[src/rtl/core/frm_pkg.sv]
// Shared types and constants for the ring-buffer FIR filter.
// Used by frm_ctrl, frm_store, frm_mac and fir_filter_ring_mac.
package frm_pkg;

    localparam int SAMPLE_W    = 16;
    localparam int COEF_W      = 16;
    localparam int COEF_IDX_W  = 5;
    localparam int TAP_CNT_W   = 6;
    localparam int PROD_W      = 32;
    localparam int ACC_W       = 40;
    localparam int OUT_W       = 16;
    localparam int IN_DATA_W   = 40;
    localparam int APB_ADDR_W  = 3;
    localparam int APB_DATA_W  = 32;

    localparam logic [TAP_CNT_W-1:0] TAP_COUNT_RESET = 6'd32;
    localparam logic                 REG_TAP_COUNT   = 1'b0;

    localparam logic signed [OUT_W-1:0] SAT_MAX = 16'sh7fff;
    localparam logic signed [OUT_W-1:0] SAT_MIN = 16'sh8000;

    typedef enum logic
    {
        ACT_SAMPLE = 1'b0,
        ACT_COEF   = 1'b1
    } frm_action_t;

    typedef enum logic [2:0]
    {
        ST_IDLE,
        ST_REDUCE,
        ST_WRITE,
        ST_MAC,
        ST_DRAIN,
        ST_ROUND
    } frm_state_t;

    typedef struct packed
    {
        logic coef_we;
        logic hist_we;
        logic rd_en;
        logic acc_clr;
        logic res_load;
    } frm_ctrl_t;

    typedef struct packed
    {
        logic pipe_busy;
        logic out_free;
    } frm_stat_t;

endpackage

[src/rtl/core/frm_store.sv]
// Coefficient table and sample ring, one port each, registered read data.
// Depends on frm_pkg.
module frm_store
    import frm_pkg::*;
#(
    parameter int MAX_TAPS = 32
)
(
    input  logic                              clk,
    input  logic                              rst_n,
    input  frm_ctrl_t                         ctrl,
    input  logic [$clog2(MAX_TAPS)-1:0]       coef_addr,
    input  logic [$clog2(MAX_TAPS)-1:0]       hist_addr,
    input  logic [SAMPLE_W-1:0]               wr_data,
    output logic signed [COEF_W-1:0]          coef_rd,
    output logic signed [SAMPLE_W-1:0]        hist_rd,
    output logic                              rd_valid
);

    logic [COEF_W-1:0]   coef_mem [MAX_TAPS];
    logic [SAMPLE_W-1:0] hist_mem [MAX_TAPS];
    logic [MAX_TAPS-1:0] coef_vld_reg;
    logic [MAX_TAPS-1:0] hist_vld_reg;
    logic [COEF_W-1:0]   coef_rd_reg;
    logic [SAMPLE_W-1:0] hist_rd_reg;
    logic                rd_valid_reg;

    always_ff @(posedge clk)
    begin
        if (ctrl.coef_we)
        begin
            coef_mem[coef_addr] <= wr_data;
        end
        if (ctrl.hist_we)
        begin
            hist_mem[hist_addr] <= wr_data;
        end
        if (ctrl.rd_en)
        begin
            coef_rd_reg <= coef_vld_reg[coef_addr] ? coef_mem[coef_addr] : '0;
            hist_rd_reg <= hist_vld_reg[hist_addr] ? hist_mem[hist_addr] : '0;
        end
    end

    always_ff @(posedge clk or negedge rst_n)
    begin
        if (!rst_n)
        begin
            coef_vld_reg <= '0;
            hist_vld_reg <= '0;
            rd_valid_reg <= 1'b0;
        end
        else
        begin
            if (ctrl.coef_we)
            begin
                coef_vld_reg[coef_addr] <= 1'b1;
            end
            if (ctrl.hist_we)
            begin
                hist_vld_reg[hist_addr] <= 1'b1;
            end
            rd_valid_reg <= ctrl.rd_en;
        end
    end

    assign coef_rd  = $signed(coef_rd_reg);
    assign hist_rd  = $signed(hist_rd_reg);
    assign rd_valid = rd_valid_reg;

endmodule

[src/rtl/core/frm_mac.sv]
// Shared multiply-accumulate, rounding, saturation and the output register.
// Depends on frm_pkg.
module frm_mac
    import frm_pkg::*;
#(
    parameter int COEF_FRAC_BITS = 15
)
(
    input  logic                        clk,
    input  logic                        rst_n,
    input  frm_ctrl_t                   ctrl,
    input  logic signed [COEF_W-1:0]    coef_rd,
    input  logic signed [SAMPLE_W-1:0]  hist_rd,
    input  logic                        rd_valid,
    output frm_stat_t                   stat,
    output logic                        out_valid,
    input  logic                        out_ready,
    output logic [OUT_W-1:0]            sample_out,
    output logic                        saturated
);

    localparam int SUM_W = ACC_W + 1;
    localparam logic [SUM_W-1:0] ROUND_ADD =
        {{(SUM_W-1){1'b0}}, 1'b1} << (COEF_FRAC_BITS - 1);

    logic signed [PROD_W-1:0] prod_reg;
    logic                     prod_valid_reg;
    logic signed [ACC_W-1:0]  acc_reg;
    logic                     out_valid_reg;
    logic [OUT_W-1:0]         sample_out_reg;
    logic                     saturated_reg;

    logic [SUM_W-1:0]         sum;
    logic signed [SUM_W-1:0]  shifted;
    logic                     sat_hi;
    logic                     sat_lo;
    logic [OUT_W-1:0]         y;

    always_ff @(posedge clk)
    begin
        if (rd_valid)
        begin
            prod_reg <= coef_rd * hist_rd;
        end
        if (ctrl.acc_clr)
        begin
            acc_reg <= '0;
        end
        else if (prod_valid_reg)
        begin
            acc_reg <= acc_reg + ACC_W'(prod_reg);
        end
        if (ctrl.res_load)
        begin
            sample_out_reg <= y;
            saturated_reg  <= sat_hi | sat_lo;
        end
    end

    always_ff @(posedge clk or negedge rst_n)
    begin
        if (!rst_n)
        begin
            prod_valid_reg <= 1'b0;
            out_valid_reg  <= 1'b0;
        end
        else
        begin
            prod_valid_reg <= rd_valid;
            if (ctrl.res_load)
            begin
                out_valid_reg <= 1'b1;
            end
            else if (out_ready)
            begin
                out_valid_reg <= 1'b0;
            end
        end
    end

    always_comb
    begin
        sum     = {acc_reg[ACC_W-1], acc_reg} + ROUND_ADD;
        shifted = $signed(sum) >>> COEF_FRAC_BITS;
        sat_hi  = ~shifted[SUM_W-1] & (|shifted[SUM_W-2:OUT_W-1]);
        sat_lo  = shifted[SUM_W-1] & ~(&shifted[SUM_W-2:OUT_W-1]);
        priority if (sat_hi)
        begin
            y = SAT_MAX;
        end
        else if (sat_lo)
        begin
            y = SAT_MIN;
        end
        else
        begin
            y = shifted[OUT_W-1:0];
        end
    end

    assign stat.pipe_busy = rd_valid | prod_valid_reg;
    assign stat.out_free  = ~out_valid_reg | out_ready;
    assign out_valid      = out_valid_reg;
    assign sample_out     = sample_out_reg;
    assign saturated      = saturated_reg;

endmodule

[src/rtl/core/frm_ctrl.sv]
// Sequencer: input transactions, ring pointer, tap walk and result hand-off.
// Depends on frm_pkg.
module frm_ctrl
    import frm_pkg::*;
#(
    parameter int MAX_TAPS = 32
)
(
    input  logic                             clk,
    input  logic                             rst_n,
    input  logic                             in_valid,
    output logic                             in_ready,
    input  logic                             action,
    input  logic [SAMPLE_W-1:0]              sample_in,
    input  logic [COEF_IDX_W-1:0]            coef_index,
    input  logic [COEF_W-1:0]                coef_value,
    input  logic [TAP_CNT_W-1:0]             tap_count,
    input  frm_stat_t                        stat,
    output frm_ctrl_t                        ctrl,
    output logic [$clog2(MAX_TAPS)-1:0]      coef_addr,
    output logic [$clog2(MAX_TAPS)-1:0]      hist_addr,
    output logic [SAMPLE_W-1:0]              wr_data
);

    localparam int PTR_W = $clog2(MAX_TAPS);
    localparam int CNT_W = $clog2(MAX_TAPS + 1);
    localparam int CMP_W = (CNT_W > TAP_CNT_W) ? CNT_W : TAP_CNT_W;
    localparam int IDX_W = (PTR_W > COEF_IDX_W) ? PTR_W : COEF_IDX_W;

    frm_state_t           state_reg, state_next;
    logic [PTR_W-1:0]     ptr_reg, ptr_next;
    logic [CNT_W-1:0]     n_reg, n_next;
    logic [PTR_W-1:0]     i_reg, i_next;
    logic [PTR_W-1:0]     k_reg, k_next;
    logic [SAMPLE_W-1:0]  sample_reg, sample_next;

    logic [CMP_W-1:0]     tap_wide;
    logic [CNT_W-1:0]     n_clamp;
    logic [CNT_W-1:0]     n_last;
    logic [CNT_W-1:0]     ptr_wide;
    logic [IDX_W:0]       cidx_wide;
    logic                 cidx_ok;

    always_ff @(posedge clk or negedge rst_n)
    begin
        if (!rst_n)
        begin
            state_reg <= ST_IDLE;
            ptr_reg   <= '0;
        end
        else
        begin
            state_reg <= state_next;
            ptr_reg   <= ptr_next;
        end
    end

    always_ff @(posedge clk)
    begin
        n_reg      <= n_next;
        i_reg      <= i_next;
        k_reg      <= k_next;
        sample_reg <= sample_next;
    end

    always_comb
    begin
        tap_wide  = CMP_W'(tap_count);
        priority if (tap_count == '0)
        begin
            n_clamp = CNT_W'(1);
        end
        else if (tap_wide > CMP_W'(MAX_TAPS))
        begin
            n_clamp = CNT_W'(MAX_TAPS);
        end
        else
        begin
            n_clamp = CNT_W'(tap_wide);
        end
        n_last    = n_reg - CNT_W'(1);
        ptr_wide  = CNT_W'(ptr_reg);
        cidx_wide = (IDX_W + 1)'(coef_index);
        cidx_ok   = cidx_wide < (IDX_W + 1)'(MAX_TAPS);

        state_next  = state_reg;
        ptr_next    = ptr_reg;
        n_next      = n_reg;
        i_next      = i_reg;
        k_next      = k_reg;
        sample_next = sample_reg;
        ctrl        = '0;
        coef_addr   = i_reg;
        hist_addr   = k_reg;
        wr_data     = sample_reg;
        in_ready    = (state_reg == ST_IDLE);

        unique case (state_reg)
            ST_IDLE:
            begin
                coef_addr = PTR_W'(cidx_wide);
                wr_data   = coef_value;
                if (in_valid)
                begin
                    if (action == ACT_COEF)
                    begin
                        ctrl.coef_we = cidx_ok;
                    end
                    else
                    begin
                        sample_next = sample_in;
                        n_next      = n_clamp;
                        state_next  = ST_REDUCE;
                    end
                end
            end
            ST_REDUCE:
            begin
                if (ptr_wide >= n_reg)
                begin
                    ptr_next = PTR_W'(ptr_wide - n_reg);
                end
                else
                begin
                    state_next = ST_WRITE;
                end
            end
            ST_WRITE:
            begin
                hist_addr    = ptr_reg;
                ctrl.hist_we = 1'b1;
                ctrl.acc_clr = 1'b1;
                i_next       = '0;
                k_next       = ptr_reg;
                state_next   = ST_MAC;
            end
            ST_MAC:
            begin
                ctrl.rd_en = 1'b1;
                i_next     = i_reg + PTR_W'(1);
                k_next     = (k_reg == '0) ? PTR_W'(n_last) : k_reg - PTR_W'(1);
                if (CNT_W'(i_reg) == n_last)
                begin
                    state_next = ST_DRAIN;
                end
            end
            ST_DRAIN:
            begin
                if (!stat.pipe_busy)
                begin
                    state_next = ST_ROUND;
                end
            end
            ST_ROUND:
            begin
                if (stat.out_free)
                begin
                    ctrl.res_load = 1'b1;
                    ptr_next      = (ptr_wide == n_last) ? '0 : ptr_reg + PTR_W'(1);
                    state_next    = ST_IDLE;
                end
            end
            default:
            begin
                state_next = ST_IDLE;
            end
        endcase
    end

endmodule

[src/rtl/core/fir_filter_ring_mac.sv]
// Top level of the ring-buffer FIR filter: stream ports, APB register, core.
// Depends on frm_pkg, frm_ctrl, frm_store and frm_mac.
//
// Direct-form FIR filter with one shared 16x16 multiply-accumulate. A sample
// transaction (tuser = 0) stores the sample in a ring of past samples, sums
// coefficient[i] times the sample i steps back over n taps in a 40-bit
// accumulator, rounds half up, shifts right by COEF_FRAC_BITS and saturates to
// 16 bits; tuser on the output flags saturation. A coefficient transaction
// (tuser = 1) writes one coefficient and gives no result. The input is not
// ready while a sample is in work. The multiply-accumulate walks one tap per
// cycle through its three-stage pipeline; n is tap_count clamped to
// 1..MAX_TAPS. After tap_count is lowered to or below the ring pointer, the
// pointer is first folded back into the ring by repeated subtraction of n. A
// coefficient write completes as it is accepted and leaves the input ready. A
// finished result waits in an output register, so the next sample is accepted
// while it is still held. No clearing pass after reset is needed.
module fir_filter_ring_mac
    import frm_pkg::*;
#(
    parameter int MAX_TAPS       = 32,
    parameter int COEF_FRAC_BITS = 15
)
(
    input  logic                    clk,
    input  logic                    rst_n,
    input  logic                    s_axis_tvalid,
    output logic                    s_axis_tready,
    // sample_in[15:0], coef_index[20:16], coef_value[36:21], zero[39:37]
    input  logic [IN_DATA_W-1:0]    s_axis_tdata,
    // action[0]
    input  logic                    s_axis_tuser,
    output logic                    m_axis_tvalid,
    input  logic                    m_axis_tready,
    // sample_out[15:0]
    output logic [OUT_W-1:0]        m_axis_tdata,
    // saturated[0]
    output logic                    m_axis_tuser,
    input  logic                    psel,
    input  logic                    penable,
    input  logic                    pwrite,
    input  logic [APB_ADDR_W-1:0]   paddr,
    input  logic [APB_DATA_W-1:0]   pwdata,
    output logic [APB_DATA_W-1:0]   prdata,
    output logic                    pready
);

    localparam int PTR_W = $clog2(MAX_TAPS);

    logic [TAP_CNT_W-1:0]    tap_count_reg;
    logic                    cfg_write;

    frm_ctrl_t               ctrl;
    frm_stat_t               stat;
    logic [PTR_W-1:0]        coef_addr;
    logic [PTR_W-1:0]        hist_addr;
    logic [SAMPLE_W-1:0]     wr_data;
    logic signed [COEF_W-1:0]   coef_rd;
    logic signed [SAMPLE_W-1:0] hist_rd;
    logic                    rd_valid;

    assign pready    = 1'b1;
    assign cfg_write = psel & penable & pwrite & pready & (paddr[2] == REG_TAP_COUNT);

    always_ff @(posedge clk or negedge rst_n)
    begin
        if (!rst_n)
        begin
            tap_count_reg <= TAP_COUNT_RESET;
        end
        else if (cfg_write)
        begin
            tap_count_reg <= pwdata[TAP_CNT_W-1:0];
        end
    end

    assign prdata = (paddr[2] == REG_TAP_COUNT) ? APB_DATA_W'(tap_count_reg) : '0;

    frm_ctrl #(
        .MAX_TAPS   (MAX_TAPS)
    ) u_ctrl (
        .clk        (clk),
        .rst_n      (rst_n),
        .in_valid   (s_axis_tvalid),
        .in_ready   (s_axis_tready),
        .action     (s_axis_tuser),
        .sample_in  (s_axis_tdata[15:0]),
        .coef_index (s_axis_tdata[20:16]),
        .coef_value (s_axis_tdata[36:21]),
        .tap_count  (tap_count_reg),
        .stat       (stat),
        .ctrl       (ctrl),
        .coef_addr  (coef_addr),
        .hist_addr  (hist_addr),
        .wr_data    (wr_data)
    );

    frm_store #(
        .MAX_TAPS   (MAX_TAPS)
    ) u_store (
        .clk        (clk),
        .rst_n      (rst_n),
        .ctrl       (ctrl),
        .coef_addr  (coef_addr),
        .hist_addr  (hist_addr),
        .wr_data    (wr_data),
        .coef_rd    (coef_rd),
        .hist_rd    (hist_rd),
        .rd_valid   (rd_valid)
    );

    frm_mac #(
        .COEF_FRAC_BITS (COEF_FRAC_BITS)
    ) u_mac (
        .clk        (clk),
        .rst_n      (rst_n),
        .ctrl       (ctrl),
        .coef_rd    (coef_rd),
        .hist_rd    (hist_rd),
        .rd_valid   (rd_valid),
        .stat       (stat),
        .out_valid  (m_axis_tvalid),
        .out_ready  (m_axis_tready),
        .sample_out (m_axis_tdata),
        .saturated  (m_axis_tuser)
    );

endmodule
[config.mk]
export PLATFORM = sky130hd
export DESIGN_NAME = fir_filter_ring_mac
export DESIGN_NICKNAME = d
export VERILOG_FILES = /design/src/rtl/core/frm_pkg.sv /design/src/rtl/core/frm_store.sv /design/src/rtl/core/frm_mac.sv /design/src/rtl/core/frm_ctrl.sv /design/src/rtl/core/fir_filter_ring_mac.sv
export SDC_FILE = /design/constraint.sdc
export NUM_CORES = 2
export LEC_CHECK = 0
export ABC_AREA = 1
export ABC_CLOCK_PERIOD_IN_PS = 10950
export BUFFER_PORTS_ARGS = -buffer_cell sky130_fd_sc_hd__buf_2
export CORE_MARGIN = 4
export CORE_UTILIZATION = 40
export DETAILED_ROUTE_END_ITERATION = 7
export GPL_TIMING_DRIVEN = 0
export HOLD_SLACK_MARGIN = 0.15
export PLACE_DENSITY = 0.63
export RECOVER_POWER = 25
export SYNTH_ARGS = -nofsm -noshare
export SYNTH_HDL_FRONTEND = slang
export SYNTH_SLANG_ARGS = --single-unit
[constraint.sdc]
create_clock -name clk -period 10.95 [get_ports clk]
set_input_delay 1.095 -clock clk [delete_from_list [all_inputs] [get_ports clk]]
set_output_delay 1.095 -clock clk [all_outputs]
set_load 0.005 [all_outputs]
==> qor.yml <==
critical_path:
  cp-startpoint: "u_store.coef_rd[10]$_SDFFCE_PN0P_"
  r2r_slack_ns: 4.13
  end_kind: "flip-flop"
  crit_fanout: 10
  rr_endpoint: "u_mac.prod_reg[25]$_DFFE_PP_"
  critical_path.endpoint: "u_mac.prod_reg[25]$_DFFE_PP_"
  required_ns: 11.44
  arrival_ns: 7.32
  crit_path_start_kind: "flip-flop"
  r2r_cells: 21
  crit_type: "reg2reg"
  worstReg2RegStart: "u_store.coef_rd[10]$_SDFFCE_PN0P_"
synthesis:
  synth_top_area_frac: 0.5138
  synth-async-reset-ratio: 0.06439
  synth-simple-area-share: 0.2381
  synth_area_per_cell_sq_um: 9.384
  synth.mux.area_fraction: 0
  synthXorXnorAreaFrac: 0.009886
  synth.distinct_cells: 50
  synth_edf_count: 1137
  syn_inst: 7081
  synth_compound_area_frac: 0.02646
  yosys_warnings: 0
  ys_ff_latch: 1258
  synth_area_sq_um: 66450
  synth_top_family_by_area: "simple AND/OR/NAND/NOR gates"
  synthAdderAreaFrac: 0.1042
  synth_top_area_cell: "edfxtp_1"
  ys_seq_area_frac: 0.5564
  synth_area_leaders: "edfxtp_1 51%, nand2_1 17%, fa_1 8.0%"
  ys.flop_type: "edfxtp_1"
clock_tree:
  root_buffer: "clkbuf_16"
  clk_pin_slew_ns: 0.06
  postCtsSetupBuffers: 0
  cts_sinks: 1258
  cts_resized: 0
  cts_tree: "done"
  cts_buffers: 137
  cts_buffer_depth: 3
  ctsHoldBuffers: 0
  h-tree-depth: 4
  clk_latency_ns: 0.79
floorplan:
  die-area_sq_um: 172700
  die_y_um: 415.6
  die_w_um: 415.6
  ios: 135
  coreArea_sq_um: 165000
  floorplan.rows: 149
  start_util: 0.4027
placed_design:
  portBuffers: 76
  dp_slack_ns: 4.235
  hpwl_um: 154600
  place_congestion: 0.9406
sta:
  fin_crit_sh: 0.6233
  setup-violations-final: 0
  drv_slew: 516
  finalHoldViolCount: 0
  grt_setup_unrepaired: "no"
  relSlewSlack: -2.014
  postLayoutSetupSlackWorst_ns: 4.125
  max_slew.worst_pin.slew_ns: 4.521
  fin_crit_ns: 6.825
  fin_tns_setup_ns: 0
  fmax_ghz: 0.1465
  finClkSkew_ns: 0.05679
finish:
  fin_nets: 7860
  layout_commonest_cell: "nand2_1"
  drive_gt1_frac: 0.08359
  postLayoutCoreUtil: 0.4570
  syn2layout_area_growth_pct: 13.47
  layout_common_cells: "3044 x nand2_1, 1137 x edfxtp_1, 725 x inv_1"
detailed_routing:
  ant_nets: 0
  routed.top_layer: "met4"
  viasPerCell: 5.233
  wl_met1_um: 88050
  route.met3.wl_um: 21520
  drcViolationCount: 0
  wirelength_um: 217400
  drtIter0Drc: 6170
  wl_per_cell_um: 22.46
  num_vias: 50660
  drt_pass1_iterations: 6
  wl_met2_um: 98370
outcome:
  violations: "max-capacitance violations, max-slew violations"
  status: "finished, violations left"
global_routing:
  overflow: 0
  grt_pass1_vias: 48680
  grt_max_degree: 65
  antenna_found_initial: 5
  grt_usage: 0.2466
  grt_pass1_wl_um: 315800
hold_path:
  whs_path_depth: 2
  min_path_type: "reg2reg"
job:
  maxCapViolCount: 9
==> layer usage <==
metal  vias to the layer above  GRT usage
met1                     24510     0.3350
met4                         0    0.09826
met5                         -          0
met3                       458    0.05053
li1                      23130          -
met2                      2555     0.3888
==> layout make-up <==
| class | instances | area [sq um] |
|---|---|---|
| Antenna cell | 3 | 7.507 |
| Buffer | 319 | 1464 |
| Clock buffer | 175 | 3656 |
| Clock inverter | 71 | 651.9 |
| Fill cell | 15510 | 89590 |
| Inverter | 755 | 2839 |
| Multi-Input combinational cell | 4774 | 25620 |
| Sequential cell | 1258 | 36970 |
| Tap cell | 2189 | 2739 |
| Timing Repair Buffer | 137 | 1449 |
==> worst min-delay path by stage <==
stage	from	end	slack, ns
3_5_place_dp	u_store.hist_vld_reg[31]$_DFFE_PN0P_	u_store.hist_vld_reg[31]$_DFFE_PN0P_	0.44
4_1_cts	rst_n	u_store.coef_vld_reg[14]$_DFFE_PN0P_	0.17
6_report	u_store.coef_vld_reg[17]$_DFFE_PN0P_	u_store.coef_vld_reg[17]$_DFFE_PN0P_	0.46
5_1_grt	s_axis_tdata[1]	u_ctrl.sample_reg[1]$_DFFE_PP_	0.44
2_1_floorplan	u_store.coef_vld_reg[11]$_DFFE_PN0P_	u_store.coef_vld_reg[11]$_DFFE_PN0P_	0.42
3_3_place_gp	u_store.hist_vld_reg[29]$_DFFE_PN0P_	u_store.hist_vld_reg[29]$_DFFE_PN0P_	0.44
==> critical path, stage by stage, from the launching register on <==
cell and delay (ns):
edfxtp_1 0.33, clkbuf_1 0.48, clkbuf_1 0.60, nand2_1 0.17, fa_1 0.57, inv_1 0.07, fa_1 0.49, fa_1 0.62
fa_1 0.47, fa_1 0.50, inv_1 0.05, fa_1 0.47, inv_1 0.04, ha_1 0.38, nand2_1 0.11, nor2_1 0.13
inv_1 0.05, nor3_1 0.40, nand4_1 0.18, nand3_1 0.21, a21oi_1 0.11, xnor2_1 0.14
==> stage by stage <==
stage	instance area (sq um)	cells	hold WS, ns
5_1_grt	75390	9678	0.4418
4_1_cts	75660	9678	0.1720
3_5_place_dp	71350	9432	0.4426
6_report	75400	9681	0.4551
2_1_floorplan	66540	7106	0.4244
3_3_place_gp	69660	9371	0.4357
==> cells in the mapped netlist (all sizes together), types with 2 or more instances <==
master	instances
o21bai	10
dfrtp	80
a21oi	116
or2	41
ha	131
edfxtp	1137
o211ai	6
nand3b	3
and2	2
xnor2	14
o21a	4
nand4	25
nand2	3057
clkbuf	157
a31oi	6
a22oi	2
fa	264
conb	2
a21o	7
xor2	61
buf	162
o221ai	4
nor2	377
nor4	2
o21ai	150
nor3	32
nand3	427
dfxtp	40
clkinv	4
inv	751
==> cells by family after synthesis <==
family / Yosys count
AOI/OAI and AO/OA: 310
xor gates and xnor gates: 75
adders and majority gates: 395
buffers and inverters: 1074
DFF: 1258
other: 2
and+or+nand+nor: 3967
Power is not shown: default switching activity piles up to over one toggle a cycle in this logic, so the estimate is an artifact.
